===== src/sv/aprc_pkg.sv =====
// ----------------------------------------------------------------------------
// aprc_pkg
// Types and constants shared by the addressed packet receiver and its checker,
// and the CRC-8 byte update used by the receiver.
// ----------------------------------------------------------------------------
`default_nettype none

package aprc_pkg;

  localparam int unsigned MaxPayload     = 32;
  localparam int unsigned PacketOverhead = 3;
  localparam logic [7:0]  Crc8Poly       = 8'h8C;
  localparam logic [3:0]  AddrMask       = 4'hF;

  localparam int unsigned AddrW  = 4;
  localparam int unsigned ByteW  = 8;
  localparam int unsigned IdxW   = 6;
  localparam int unsigned StatW  = 3;
  localparam int unsigned PaddrW = 3;
  localparam int unsigned PdataW = 32;

  localparam int unsigned CntRawW = $clog2(MaxPayload + PacketOverhead + 1);
  localparam int unsigned CntW    = (CntRawW > IdxW) ? CntRawW : IdxW;
  localparam int unsigned CmpW    = ((CntW > ByteW) ? CntW : ByteW) + 1;

  localparam logic [AddrW-1:0] OwnAddrRst   = 4'd1;
  localparam logic [AddrW-1:0] BcastAddrRst = 4'd15;

  typedef enum logic [StatW-1:0] {
    ST_IGNORED   = 3'd0,
    ST_BUSY      = 3'd1,
    ST_OK        = 3'd2,
    ST_CRC_ERR   = 3'd3,
    ST_FRAME_ERR = 3'd4,
    ST_BYTE_OVR  = 3'd5,
    ST_BUF_OVR   = 3'd6
  } rx_status_e;

  typedef enum logic {
    REG_OWN_ADDR   = 1'b0,
    REG_BCAST_ADDR = 1'b1
  } reg_idx_e;

  typedef struct packed {
    rx_status_e       status;
    logic [IdxW-1:0]  index;
    logic [ByteW-1:0] sbyte;
    logic             stored;
  } rx_result_t;

  // Reflected Dallas CRC-8, one byte per call
  function automatic logic [7:0] crc8_update(logic [7:0] crc, logic [7:0] data);
    logic [7:0] c;
    c = crc ^ data;
    for (int k = 0; k < 8; k++) begin
      if (c[0]) begin
        c = (c >> 1) ^ Crc8Poly;
      end else begin
        c = c >> 1;
      end
    end
    return c;
  endfunction

endpackage

`default_nettype wire


===== src/sv/addressed_packet_receiver_crc8.sv =====
// ----------------------------------------------------------------------------
// addressed_packet_receiver_crc8
// Multidrop 9-bit UART packet receiver: address, length, payload, CRC-8.
// ----------------------------------------------------------------------------
// Every accepted UART byte yields exactly one result request. With the output
// not stalled it appears at out_valid_o in the cycle after acceptance; a byte
// taken while a result waits is held in the skid register until the result
// ahead of it leaves. A new byte is taken every cycle while in_stall_o is low:
// the CRC-8 byte update and the count/length compare are combinational on the
// byte at the input ports, and a two-entry output buffer (result register plus
// skid register) lets one more byte in while a result waits; in_stall_o rises
// only when both entries are full. Address registers are written through the
// APB port (own address at 0x0, broadcast address at 0x4).
`default_nettype none

module addressed_packet_receiver_crc8
  import aprc_pkg::*;
(
  input  wire logic              clk_i,
  input  wire logic              rst_ni,

  input  wire logic              in_valid_i,
  output logic                   in_stall_o,
  input  wire logic [ByteW-1:0]  byte_value_i,
  input  wire logic              address_bit_i,
  input  wire logic              frame_error_i,
  input  wire logic              overrun_error_i,

  output logic                   out_valid_o,
  input  wire logic              out_stall_i,
  output logic [StatW-1:0]       rx_status_o,
  output logic [IdxW-1:0]        byte_index_o,
  output logic [ByteW-1:0]       stored_byte_o,
  output logic                   stored_o,

  input  wire logic              psel,
  input  wire logic              penable,
  input  wire logic              pwrite,
  input  wire logic [PaddrW-1:0] paddr,
  input  wire logic [PdataW-1:0] pwdata,
  output logic [PdataW-1:0]      prdata,
  output logic                   pready
);

  logic [AddrW-1:0] own_addr_q, bcast_addr_q;
  logic [CntW-1:0]  count_q, count_d;
  logic [7:0]       crc_q, crc_d;
  logic [ByteW-1:0] len_q, len_d;
  logic             aom_q, aom_d;

  logic             out_valid_q, skid_valid_q;
  rx_result_t       out_q, skid_q, res;

  logic             in_fire, out_take, cfg_wr;
  reg_idx_e         reg_idx;
  logic [7:0]       crc_next;
  logic [CntW-1:0]  cnt_inc;
  logic [ByteW-1:0] len_sel;
  logic [AddrW-1:0] nibble;
  logic             match;

  // configuration
  assign pready  = 1'b1;
  assign reg_idx = reg_idx_e'(paddr[2]);
  assign cfg_wr  = psel && penable && pwrite && pready;

  always_ff @(posedge clk_i or negedge rst_ni) begin
    if (!rst_ni) begin
      own_addr_q   <= OwnAddrRst;
      bcast_addr_q <= BcastAddrRst;
    end else if (cfg_wr) begin
      case (reg_idx)
        REG_OWN_ADDR:   own_addr_q   <= pwdata[AddrW-1:0] & AddrMask;
        REG_BCAST_ADDR: bcast_addr_q <= pwdata[AddrW-1:0] & AddrMask;
        default:        ;
      endcase
    end
  end

  always_comb begin
    case (reg_idx)
      REG_OWN_ADDR:   prdata = {{(PdataW-AddrW){1'b0}}, own_addr_q};
      REG_BCAST_ADDR: prdata = {{(PdataW-AddrW){1'b0}}, bcast_addr_q};
      default:        prdata = '0;
    endcase
  end

  // handshake
  assign in_stall_o = skid_valid_q;
  assign in_fire    = in_valid_i && !skid_valid_q;
  assign out_take   = out_valid_q && !out_stall_i;

  // per-byte step
  assign crc_next = crc8_update(crc_q, byte_value_i);
  assign cnt_inc  = count_q + CntW'(1);
  assign len_sel  = (count_q == CntW'(1)) ? byte_value_i : len_q;
  assign nibble   = byte_value_i[AddrW-1:0] & AddrMask;
  assign match    = (nibble == own_addr_q) || (nibble == bcast_addr_q);

  always_comb begin
    res     = '{status: ST_IGNORED, index: '0, sbyte: '0, stored: 1'b0};
    count_d = count_q;
    crc_d   = crc_q;
    len_d   = len_q;
    aom_d   = aom_q;
    if (frame_error_i) begin
      res.status = ST_FRAME_ERR;
      count_d    = '0;
      crc_d      = '0;
    end else if (overrun_error_i) begin
      res.status = ST_BYTE_OVR;
      count_d    = '0;
      crc_d      = '0;
    end else if (aom_q && !address_bit_i) begin
      res.status = ST_IGNORED;
    end else if ((count_q != '0) || match) begin
      if (count_q == '0) begin
        aom_d = 1'b0;
      end
      res.stored = 1'b1;
      res.index  = count_q[IdxW-1:0];
      res.sbyte  = byte_value_i;
      len_d      = len_sel;
      crc_d      = crc_next;
      count_d    = cnt_inc;
      if ((count_q == CntW'(1)) && (byte_value_i > ByteW'(MaxPayload))) begin
        res.status = ST_BUF_OVR;
        count_d    = '0;
        crc_d      = '0;
      end else if (CmpW'(cnt_inc) >= (CmpW'(len_sel) + CmpW'(PacketOverhead))) begin
        res.status = (crc_q == byte_value_i) ? ST_OK : ST_CRC_ERR;
        aom_d      = 1'b1;
        count_d    = '0;
        crc_d      = '0;
      end else begin
        res.status = ST_BUSY;
      end
    end
  end

  always_ff @(posedge clk_i or negedge rst_ni) begin
    if (!rst_ni) begin
      count_q <= '0;
      crc_q   <= '0;
      len_q   <= '0;
      aom_q   <= 1'b0;
    end else if (in_fire) begin
      count_q <= count_d;
      crc_q   <= crc_d;
      len_q   <= len_d;
      aom_q   <= aom_d;
    end
  end

  // two-entry output buffer
  always_ff @(posedge clk_i or negedge rst_ni) begin
    if (!rst_ni) begin
      out_valid_q  <= 1'b0;
      skid_valid_q <= 1'b0;
    end else if (out_take || !out_valid_q) begin
      out_valid_q  <= skid_valid_q || in_fire;
      skid_valid_q <= 1'b0;
    end else if (in_fire) begin
      skid_valid_q <= 1'b1;
    end
  end

  always_ff @(posedge clk_i) begin
    if (out_take || !out_valid_q) begin
      out_q <= skid_valid_q ? skid_q : res;
    end else if (in_fire) begin
      skid_q <= res;
    end
  end

  assign out_valid_o   = out_valid_q;
  assign rx_status_o   = out_q.status;
  assign byte_index_o  = out_q.index;
  assign stored_byte_o = out_q.sbyte;
  assign stored_o      = out_q.stored;

endmodule

`default_nettype wire


===== config.mk =====
export PLATFORM = sky130hd
export DESIGN_NAME = addressed_packet_receiver_crc8
export DESIGN_NICKNAME = d
export VERILOG_FILES = /design/src/sv/aprc_pkg.sv /design/src/sv/addressed_packet_receiver_crc8.sv
export SDC_FILE = /design/constraint.sdc
export NUM_CORES = 1
export LEC_CHECK = 0
export BUFFER_PORTS_ARGS = -buffer_cell sky130_fd_sc_hd__buf_2
export CORE_MARGIN = 1
export CORE_UTILIZATION = 37
export DETAILED_ROUTE_END_ITERATION = 7
export SLEW_MARGIN = 5
export SYNTH_ARGS = -nofsm -noshare
export SYNTH_HDL_FRONTEND = slang
export SYNTH_SLANG_ARGS = --single-unit

===== constraint.sdc =====
create_clock -name clk_i -period 3.9 [get_ports clk_i]
set_input_delay 0.195 -clock clk_i [delete_from_list [all_inputs] [get_ports clk_i]]
set_output_delay 0.195 -clock clk_i [all_outputs]
set_load 0.01 [all_outputs]

Word-level counts from Yosys, hierarchy flattened
Index checks and enable logic that the tools add are counted.
{ "totals": {"word_cells": 100, "memories": 0, "in_bits": 53, "romBits": 0, "latch_bits": 0, "regBits": 69, "ram_bits": 0, "out_inout_bits": 53} }
{ "op_classes": {"n_shift": 0, "n_div": 0, "magnitude_cmp": 2, "n_reduce_logical": 23, "eq_ne": 5, "add_sub_neg": 2, "n_mul": 0, "n_mux": 38, "bitwise_logic": 14} }
{ "ops": {"columns": ["operator", "count"], "rows": [
  ["$mux W8", 15],
  ["$pmux W32 S2", 1],
  ["$mux W15", 3],
  ["$mux W18", 2],
  ["$mux W6", 6],
  ["$not A2 Y3", 8],
  ["$mux W3", 4],
  ["$add A8 B2 Y9 const B", 1],
  ["$ge A6 B9 Y1", 1],
  ["$eq A4 B4 Y1", 2],
  ["$eq A8 B8 Y1", 1],
  ["$gt A8 B6 Y1 const B", 1],
  ["$xor A8 B8 Y8", 1],
  ["$add A6 B1 Y6 const B", 1],
  ["$eq A6 B1 Y1 const B", 1],
  ["$logic_and A1 B1 Y1", 6],
  ["$logic_not A6 Y1", 1],
  ["$mux W1", 6],
  ["$reduce_and A2 Y1", 3],
  ["$reduce_bool A6 Y1", 1],
  ["$not A1 Y1", 5],
  ["$reduce_and A5 Y1", 1],
  ["$logic_not A1 Y1", 4],
  ["$logic_or A1 B1 Y1", 4],
  ["5 further kinds", 5]
]} }

Longest topological paths before layout
Gate-level depths: netlist (run 1).
{ "depth": {"ltp_word": 23, "mapped_depth": 14, "ltp_nobuf": 12} }

Least setup slack after synthesis (run 1)
Ideal clock, no wire load.
{ "synth_timing": {"kind": "reg-to-reg", "start": "register count_q[2]", "end": "register out_q, in the netlist rx_status_o[1] (data pin)", "period_less_slack_ns": 3.286, "t_arrival_ns": 3.026, "setup_slack_ns": 0.614, "stages_incl_launch_ff": 13, "n_path_buf": 1, "t_required_ns": 3.640, "setup_ns": 0.260, "cell_sequence": "dfrtp_1 nor4_4 nand2_1 clkbuf_1 nand2_1 o21ai_0 ha_1 a21o_1 a2111oi_2 and4b_1 a2111oi_4 o21a_1 mux2_2"} }
{ "synth_rtl": {"columns": ["element", "line", "rtl"], "rows": [
  ["from (decl)", "addressed_packet_receiver_crc8.sv:46", "logic [CntW-1:0] count_q, count_d;"],
  ["from (signal assigned)", "addressed_packet_receiver_crc8.sv:148", "count_q <= count_d;"],
  ["to (signal assigned)", "addressed_packet_receiver_crc8.sv:170", "out_q <= skid_valid_q ? skid_q : res;"],
  ["to (decl)", "addressed_packet_receiver_crc8.sv:52", "rx_result_t out_q, skid_q, res;"]
]} }

==> impl_metrics.yaml, run 1 <==
setup_path:
  worstPathCellList: "nor4_4, nand2_1, o21ai_0, ha_1, a21o_1, a2111oi_2, and4b_1, a2111oi_4, o21a_1, mux2_2"
  cp_top_family: "compound AO/OA/AOI/OAI gates"
  critPathMaxFanout: 14
  slowest_delay_ps: 490
  cp-end-kind: "register"
  start_kind: "register"
  cp.required_ps: 4000
  worst_path_max_delay_cell: "dfrtp_1"
  cp_num_buf_inv: 0
  crit_arrival_ps: 3510
  crit_type: "register to register"
placed_design:
  placed_cell_area_sq_um: 4130
  dp_cells: 480
  hpwl_microns: 5190
  gp_congestion: 0.775
  pre_cts_ws_ps: 446
  port_buffers: 46
synthesis:
  synth_top_area_share_pct: 27.9
  synth_warnings: 0
  synth_top_cell_by_area: "edfxtp_1"
  avgSynthCellArea_sq_um: 12.5
  yosys.cell_types.count: 51
  syn_inst: 309
  synthTopCellsByArea: "edfxtp_1 (28%), dfrtp_1 (18%), mux2_2 (10%)"
  ys_ff_latch: 69
  synth_area_sq_um: 3870
  yosysSeqAreaShare_pct: 49.4
  ys_async_sr_fraction_pct: 47.8
  synthFlopType: "edfxtp_1"
  synth-edff-count: 36
  ys_top_cells_by_count: "edfxtp_1 (36), mux2_2 (36), buf_4 (30)"
detailed_routing:
  drt_pass1_iterations: 4
  wl_microns: 7070
  final_antenna_net_count: 0
  wl_per_cell_microns: 14.2
  vias: 2413
  viasPerCell: 4.86
  drt_iter0_drc: 63
  drc: 0
sta:
  holdWs_ps: 85.7
  rsz0062_at_grt: "false"
  setup_tns_ps: 0
  fmax_ghz: 0.293
  hold_violations: 0
  fin_ws_ps: 489
  tightest_slew_ps: 863
  relSlewSlack_pct: 42.5
  skew_ps: 11.2
  min_period_ps: 3410
  period_share_pct: 87.5
  slew_viol_final: 0
  setup_viol: 0
global_routing:
  antenna_found_initial: 0
  grt_pass1_vias: 2249
  grt-ovfl-total: 0
  grtUsageTotal_pct: 13.5
  grt_max_degree: 34
  grt_pass1_wl_microns: 11500
cells_and_area:
  fin_util_pct: 43.8
  antenna_cells: 0
  finalNetCount: 420
  fin_area_sq_um: 4360
  instances_no_fill: 497
  drive_gt1_share_pct: 33.2
  area_delta_synth_final_pct: 12.5
floorplanning:
  die_area_sq_um: 10900
  die_h_microns: 104
  pin_count: 106
  core_area_sq_um: 9950
  die_x_microns: 104
  row_count: 36
  initial_utilization_pct: 38.9
hold_path:
  hold_path.class: "primary input to register"
pwr:
  clock_power_share_pct: 32.3
  power_frac_comb_pct: 22.2
  switching_share_pct: 28.7
  finalPower_mw: 1.99
  p_seq_share_pct: 45.5
  p_int_mw: 1.42
  power_density_nw_per_um2: 457
  p_sw_mw: 0.571
  p_leak_nw: 1.92
  ir_drop_mv: 0.199
clock_network:
  cts.htree.levels: 3
  tritoncts: "built"
  cts_setup_buffers: 0
  clkSinkCount: 69
  cts_made_buffers: 9
  ctsRootBufferMaster: "clkbuf_8"
  cts_max_path_buffers: 2
  ctsResizeCount: 0
  path_clk_slew_ps: 80
  cts-hold-fix-buffers: 1
  insertion_delay_ps: 350
flow_run:
  max-cap-violations: 0
status:
  status: "finished, final reports clean"
[registers in the layout (all words and copies together), names as in the netlist]
name / cells
aom_q: 1
bcast_addr_q: 4
byte_index_o: 6
count_q: 6
crc_q: 8
in_stall_o: 1
len_q: 8
out_valid_o: 1
own_addr_q: 4
rx_status_o: 3
skid_q: 18
stored_byte_o: 8
stored_o: 1
[metal layers]
layer | part of all wire, % | vias to the layer above | GRT usage, %
met5 | 0 | - | 0
met4 | 1.2 | 0 | 4.90
met3 | 4.7 | 8 | 3.20
met2 | 44 | 76 | 20.8
met1 | 50 | 1163 | 18.4
li1 | - | 1166 | -
[layout make-up]
cell class / count / area, sq um
timing repair buffer: 54 / 293
fill: 935 / 5600
sequential: 69 / 1910
inverter: 2 / 7.51
clock buffer: 9 / 124
multi-input combinational: 223 / 1760
tap: 133 / 166
clock inverter: 7 / 96.3
[worst min-delay path: stages]
cell and delay, ps:
buf_2 100, nor2_1 50, nand2_1 50
[power by group through the flow]
| stage | Clock (mW) | Combinational [mW] | Sequential, mW |
|---|---|---|---|
| floorplan | 0 | 0.348 | 0.918 |
| global placement | 0 | 0.435 | 0.919 |
| detailed placement | 0 | 0.442 | 0.922 |
| CTS | 0.661 | 0.446 | 0.906 |
| global route | 0.687 | 0.487 | 0.916 |
| finish | 0.643 | 0.441 | 0.906 |
[worst paths after layout]
kind                            start        endpoint  slack, ps  cells past startpoint
max                        count_q[2]  rx_status_o[1]        490                     10
min                        in_valid_i     out_valid_o         90                      3
max reg2reg                count_q[2]  rx_status_o[1]        490                     10
min reg2reg                     aom_q           aom_q        510                      1
max in group asynchronous      rst_ni      count_q[1]       2940                      2
min in group asynchronous      rst_ni   own_addr_q[3]        470                      2
[layout by cell type (no fill, tap or decap), drive strengths merged, types with 4 or more instances in the layout]
cell type / Yosys / final
xor2: 17 / 17
nand4: 6 / 6
nor2b: 6 / 6
dfstp: 5 / 5
clkbuf: 4 / 9
inv: 2 / 4
and2: 5 / 5
buf: 38 / 53
ha: 8 / 8
a22o: 13 / 13
nand2: 14 / 14
dfrtp: 28 / 28
edfxtp: 36 / 36
mux2: 38 / 38
xnor2: 25 / 25
o21ai: 6 / 6
and3: 15 / 15
conb: 2 / 29
nor2: 5 / 5
nand3: 6 / 6
[logic make-up after synthesis]
| family | share of synthesized area [%] |
|---|---|
| buffers and inverters | 7.88 |
| muxes | 11.1 |
| other | 0.194 |
| DFF | 49.4 |
| and+or+nand+nor | 10.7 |
| adders and majority gates | 2.58 |
| AOI/OAI and AO/OA | 8.72 |
| xor gates and xnor gates | 9.50 |
(Power assumes the default switching activity.)
==> inputs of run 2 (changes only) <==
--- a/config.mk
+++ b/config.mk
@@ -9,6 +9,7 @@
 export CORE_MARGIN = 1
 export CORE_UTILIZATION = 37
 export DETAILED_ROUTE_END_ITERATION = 7
+export GPL_ROUTABILITY_DRIVEN = 1
 export SLEW_MARGIN = 5
 export SYNTH_ARGS = -nofsm -noshare
 export SYNTH_HDL_FRONTEND = slang
==> constraint.sdc (replaced) <==
create_clock -name clk_i -period 3.9 [get_ports clk_i]
set_input_delay 0.585 -clock clk_i [delete_from_list [all_inputs] [get_ports clk_i]]
set_output_delay 0.585 -clock clk_i [all_outputs]
set_load 0.01 [all_outputs]
==> impl_metrics.yaml, run 2 (synthesis results as in run 1) <==
global_routing:
  grt-ovfl-total: 0
  grt_pass1_wl_microns: 11700
  grt_max_degree: 34
  grt_pass1_vias: 2268
  grtUsageTotal_pct: 13.8
  antenna_found_initial: 0
sta:
  holdWs_ps: 317
  min_period_ps: 3520
  setup_tns_ps: 0
  slew_viol_final: 0
  fmax_ghz: 0.284
  skew_ps: 4.24
  hold_violations: 0
  rsz0062_at_grt: "false"
  relSlewSlack_pct: 42.7
  tightest_slew_ps: 860
  fin_ws_ps: 381
  setup_viol: 0
  period_share_pct: 90.2
setup_path:
  crit_arrival_ps: 3660
  critical_path.endpoint: "rx_status_o[0]"
  cp.required_ps: 4040
  r2r-start: "count_q[2]"
  worst_path_max_delay_cell: "dfrtp_1"
  rr_endpoint: "rx_status_o[0]"
  worstPathCellList: "nor4_4, nand2_1, o21ai_0, ha_1, a21o_1, a2111oi_2, and4b_1, a2111oi_4, and3_1, o41ai_2"
  crit_start: "count_q[2]"
  cp_top_family: "compound AO/OA/AOI/OAI gates"
  crit_type: "register to register"
  cp-end-kind: "register"
  rr_worst_depth: 10
  slowest_delay_ps: 490
  rrSetupSlack_ps: 380
  crit_cells: 10
  cp_num_buf_inv: 0
  critPathMaxFanout: 14
  start_kind: "register"
detailed_routing:
  met3_length_microns: 342
  wl_per_cell_microns: 14.7
  vias: 2379
  wl_microns: 7330
  drt_pass1_iterations: 4
  final_antenna_net_count: 0
  drt_iter0_drc: 75
  m1WireLength_microns: 3580
  top_layer: "met4"
  viasPerCell: 4.78
  wl_met2_microns: 3330
  drc: 0
pwr:
  power_density_nw_per_um2: 470
  finalPower_mw: 2.06
  ir_drop_mv: 0.214
  p_leak_nw: 1.94
cells_and_area:
  area_delta_synth_final_pct: 13.1
  finalNetCount: 421
  final_common_cell: "buf_2"
  regMostFlops: "skid_q"
  drive_gt1_share_pct: 33.7
  fin_util_pct: 44.0
  mostFrequentLayoutCells: "buf_2 (46), mux2_2 (36), edfxtp_1 (36), conb_1 (29), dfrtp_1 (28)"
  largest_reg_flops: 18
  antenna_cells: 0
placed_design:
  port_buffers: 46
  pre_cts_ws_ps: 317
  hpwl_microns: 5320
  gp_congestion: 0.779
clock_network:
  insertion_delay_ps: 340
  cts-hold-fix-buffers: 0
  cts.htree.levels: 3
  cts_made_buffers: 9
  ctsResizeCount: 0
  path_clk_slew_ps: 80
  ctsRootBufferMaster: "clkbuf_8"
  cts_max_path_buffers: 2
  cts_setup_buffers: 0
  clkSinkCount: 69
  tritoncts: "built"
floorplanning:
  initial_utilization_pct: 38.9
  row_count: 36
  die_area_sq_um: 10900
  pin_count: 106
  die_x_microns: 104
  core_area_sq_um: 9950
  die_h_microns: 104
hold_path:
  hold_path.class: "primary input to async pin"
flow_run:
  max-cap-violations: 0
status:
  status: "finished, final reports clean"
[run 2: changes by cell type in the layout (fill, tap and decap cells not counted), sizes merged, moves of 2 or more]
cell	previous run	this run
clkinvlp	2	0
clkinv	1	3
buf	53	55
inv	4	2
[run 2: final cells by class]
cell class	instances	area [sq um]
clock inverters	6	113
fillers	937	5570
well taps	133	166
clock buffers	10	128
flip-flops and latches	69	1910
multi-input cells	223	1760
inverters	2	7.51
repair buffers	55	298
[run 2: worst min path at each step]
stage	slack [ps]	to	from	cells past startpoint
3_5_place_dp	490	aom_q	aom_q	1
5_1_grt	370	len_q[0]	rst_ni	1
3_3_place_gp	480	aom_q	aom_q	1
6_report	320	len_q[0]	rst_ni	1
2_1_floorplan	290	aom_q	rst_ni	0
4_1_cts	320	own_addr_q[3]	rst_ni	1
[run 2: per-stage QoR]
stage	area, sq um	cells
detailed placement	4140	482
global route	4380	498
finish	4380	498
CTS	4380	498
global placement	4140	482
floorplan	3970	336
[run 2: where the power goes]
part / switching [mW] / internal [mW] / total (mW)
Clock: 0.282 / 0.426 / 0.708
Combinational: 0.242 / 0.202 / 0.444
Sequential: 0.0505 / 0.856 / 0.906
[run 2: per-layer routing]
layer,global-route usage [%],up-vias
li1,-,1163
met5,0,-
met3,4.14,12
met2,21.5,74
met1,18.2,1130
met4,4.18,0
==> inputs of run 3 (changes only) <==
--- a/config.mk
+++ b/config.mk
@@ -6,10 +6,10 @@
 export NUM_CORES = 1
 export LEC_CHECK = 0
 export BUFFER_PORTS_ARGS = -buffer_cell sky130_fd_sc_hd__buf_2
-export CORE_MARGIN = 1
 export CORE_UTILIZATION = 37
 export DETAILED_ROUTE_END_ITERATION = 7
 export GPL_ROUTABILITY_DRIVEN = 1
+export GPL_TIMING_DRIVEN = 0
 export SLEW_MARGIN = 5
 export SYNTH_ARGS = -nofsm -noshare
 export SYNTH_HDL_FRONTEND = slang
==> impl_metrics.yaml, run 3 (synthesis results as in run 1) <==
floorplanning:
  die_area_sq_um: 10900
  row_count: 36
  initial_utilization_pct: 38.9
  die_x_microns: 104
  die_h_microns: 104
  pin_count: 106
  core_area_sq_um: 9950
sta:
  setup_tns_ps: 0
  holdWs_ps: 335
  hold_violations: 0
  tightest_slew_ps: 860
  rsz0062_at_grt: "false"
  skew_ps: 7.08
  setup_viol: 0
  relSlewSlack_pct: 42.4
  min_period_ps: 3580
  slew_viol_final: 0
  period_share_pct: 91.7
  fmax_ghz: 0.280
detailed_routing:
  drt_pass1_iterations: 4
  viasPerCell: 4.64
  drc: 0
  vias: 2452
  drt_iter0_drc: 43
  final_antenna_net_count: 0
  wl_microns: 7430
  wl_per_cell_microns: 14.1
pwr:
  switching_share_pct: 28.3
  finalPower_mw: 2.06
  power_frac_comb_pct: 23.1
  p_leak_nw: 2.09
  clock_power_share_pct: 33.2
  power_density_nw_per_um2: 447
  p_seq_share_pct: 43.8
  p_sw_mw: 0.582
  ir_drop_mv: 0.235
  p_int_mw: 1.47
setup_path:
  start_kind: "register"
  cp-end-kind: "register"
  r2r-start: "count_q[4]"
  worst_path_max_delay_cell: "dfrtp_1"
  cp.required_ps: 3990
  crit_type: "register to register"
  rr_worst_depth: 11
  cp_num_buf_inv: 1
  rrSetupSlack_ps: 320
  rr_endpoint: "rx_status_o[1]"
  cp_top_family: "compound AO/OA/AOI/OAI gates"
  slowest_delay_ps: 460
  worstPathCellList: "nor4_4, nand2_1, clkbuf_1, o21ai_0, ha_1, a21o_1, a2111oi_4, and4b_1, a2111oi_4, o21a_1, mux2_2"
  crit_arrival_ps: 3670
  critPathMaxFanout: 10
  worst_path_most_repeated_cell: "a2111oi_4"
cells_and_area:
  multi_input_area_sq_um: 1770
  final_common_cell: "buf_2"
  regMostFlops: "skid_q"
  area_delta_synth_final_pct: 18.9
  drive_gt1_share_pct: 38.0
  antenna_cells: 0
  mostFrequentLayoutCells: "buf_2 (46), mux2_2 (36), edfxtp_1 (36), buf_4 (31), conb_1 (29)"
  regArea_sq_um: 1910
  largest_reg_flops: 18
  finalNetCount: 451
  fillers: 928
clock_network:
  ctsRootBufferMaster: "clkbuf_8"
  clkSinkCount: 69
  cts.htree.levels: 3
  insertion_delay_ps: 340
  path_clk_slew_ps: 80
  cts_made_buffers: 9
  tritoncts: "built"
  cts_max_path_buffers: 2
flow_run:
  max-cap-violations: 0
global_routing:
  grt-ovfl-total: 0
  grt_pass1_vias: 2323
  grtUsageTotal_pct: 13.9
  grt_max_degree: 34
  grt_pass1_wl_microns: 12000
  antenna_found_initial: 0
hold_path:
  hold_path.class: "primary input to async pin"
status:
  status: "finished, final reports clean"
placed_design:
  hpwl_microns: 5560
  gp_congestion: 0.784
  port_buffers: 42
==> run 3: metal layers <==
layer	vias up	part of all wire [%]	global-route usage, %
met2	72	45	22.1
met1	1152	50	19.0
met3	4	4.0	2.69
met5	-	0	0
li1	1224	-	-
met4	0	0.61	4.29
==> run 3: power by group through the flow <==
stage,Combinational [mW],Clock [mW],Sequential (mW)
global route,0.526,0.726,0.909
global placement,0.465,0,0.914
finish,0.474,0.682,0.900
CTS,0.477,0.693,0.901
floorplan,0.348,0,0.918
detailed placement,0.473,0,0.916
==> run 3: cell type report <==
| type | count | share of cell area, % |
|---|---|---|
| plain buffers | 42 | 6.47 |
| clock buffers | 11 | 3.29 |
| clock inverters | 5 | 1.77 |
| inverters | 2 | 0.163 |
| multi-input cells | 223 | 38.4 |
| flip-flops and latches | 69 | 41.5 |
| well taps | 133 | 3.61 |
| repair buffers | 43 | 4.73 |
==> run 3: worst max path at each step <==
stage,startpoint,to,slack (ps),depth (start not counted)
final,count_q[4],rx_status_o[1],320,11
after global routing,count_q[4],rx_status_o[1],60,11
after CTS,count_q[2],rx_status_o[1],60,11
after detailed placement,count_q[2],rx_status_o[1],70,11
after global placement,count_q[2],rx_status_o[1],200,11
after floorplan,byte_value_i[1],rx_status_o[1],570,13
==> run 3: repair_timing <==
action | CTS | global route
buffers inserted | 0 | 1
hold buffers | 0 | 0
endpoints found under the setup margin | 0 | 14
resized for setup | 0 | 1
==> run 3: metrics by stage <==
stage	cells	setup slack, ps	util (%)	instance area [sq um]
after CTS	527	61.3	46.1	4590
after floorplan	336	575	-	3970
final	528	324	46.3	4610
after global placement	511	198	43.7	4350
after global routing	528	58.8	46.3	4610
after detailed placement	511	74.3	43.7	4350
==> run 3: worst register-to-register path, stage by stage, from the launching register on <==
cell and delay (ps):
dfrtp_1 460, nor4_4 400, nand2_1 200, clkbuf_1 230
o21ai_0 240, ha_1 300, a21o_1 200, a2111oi_4 440
and4b_1 310, a2111oi_4 80, o21a_1 230, mux2_2 260
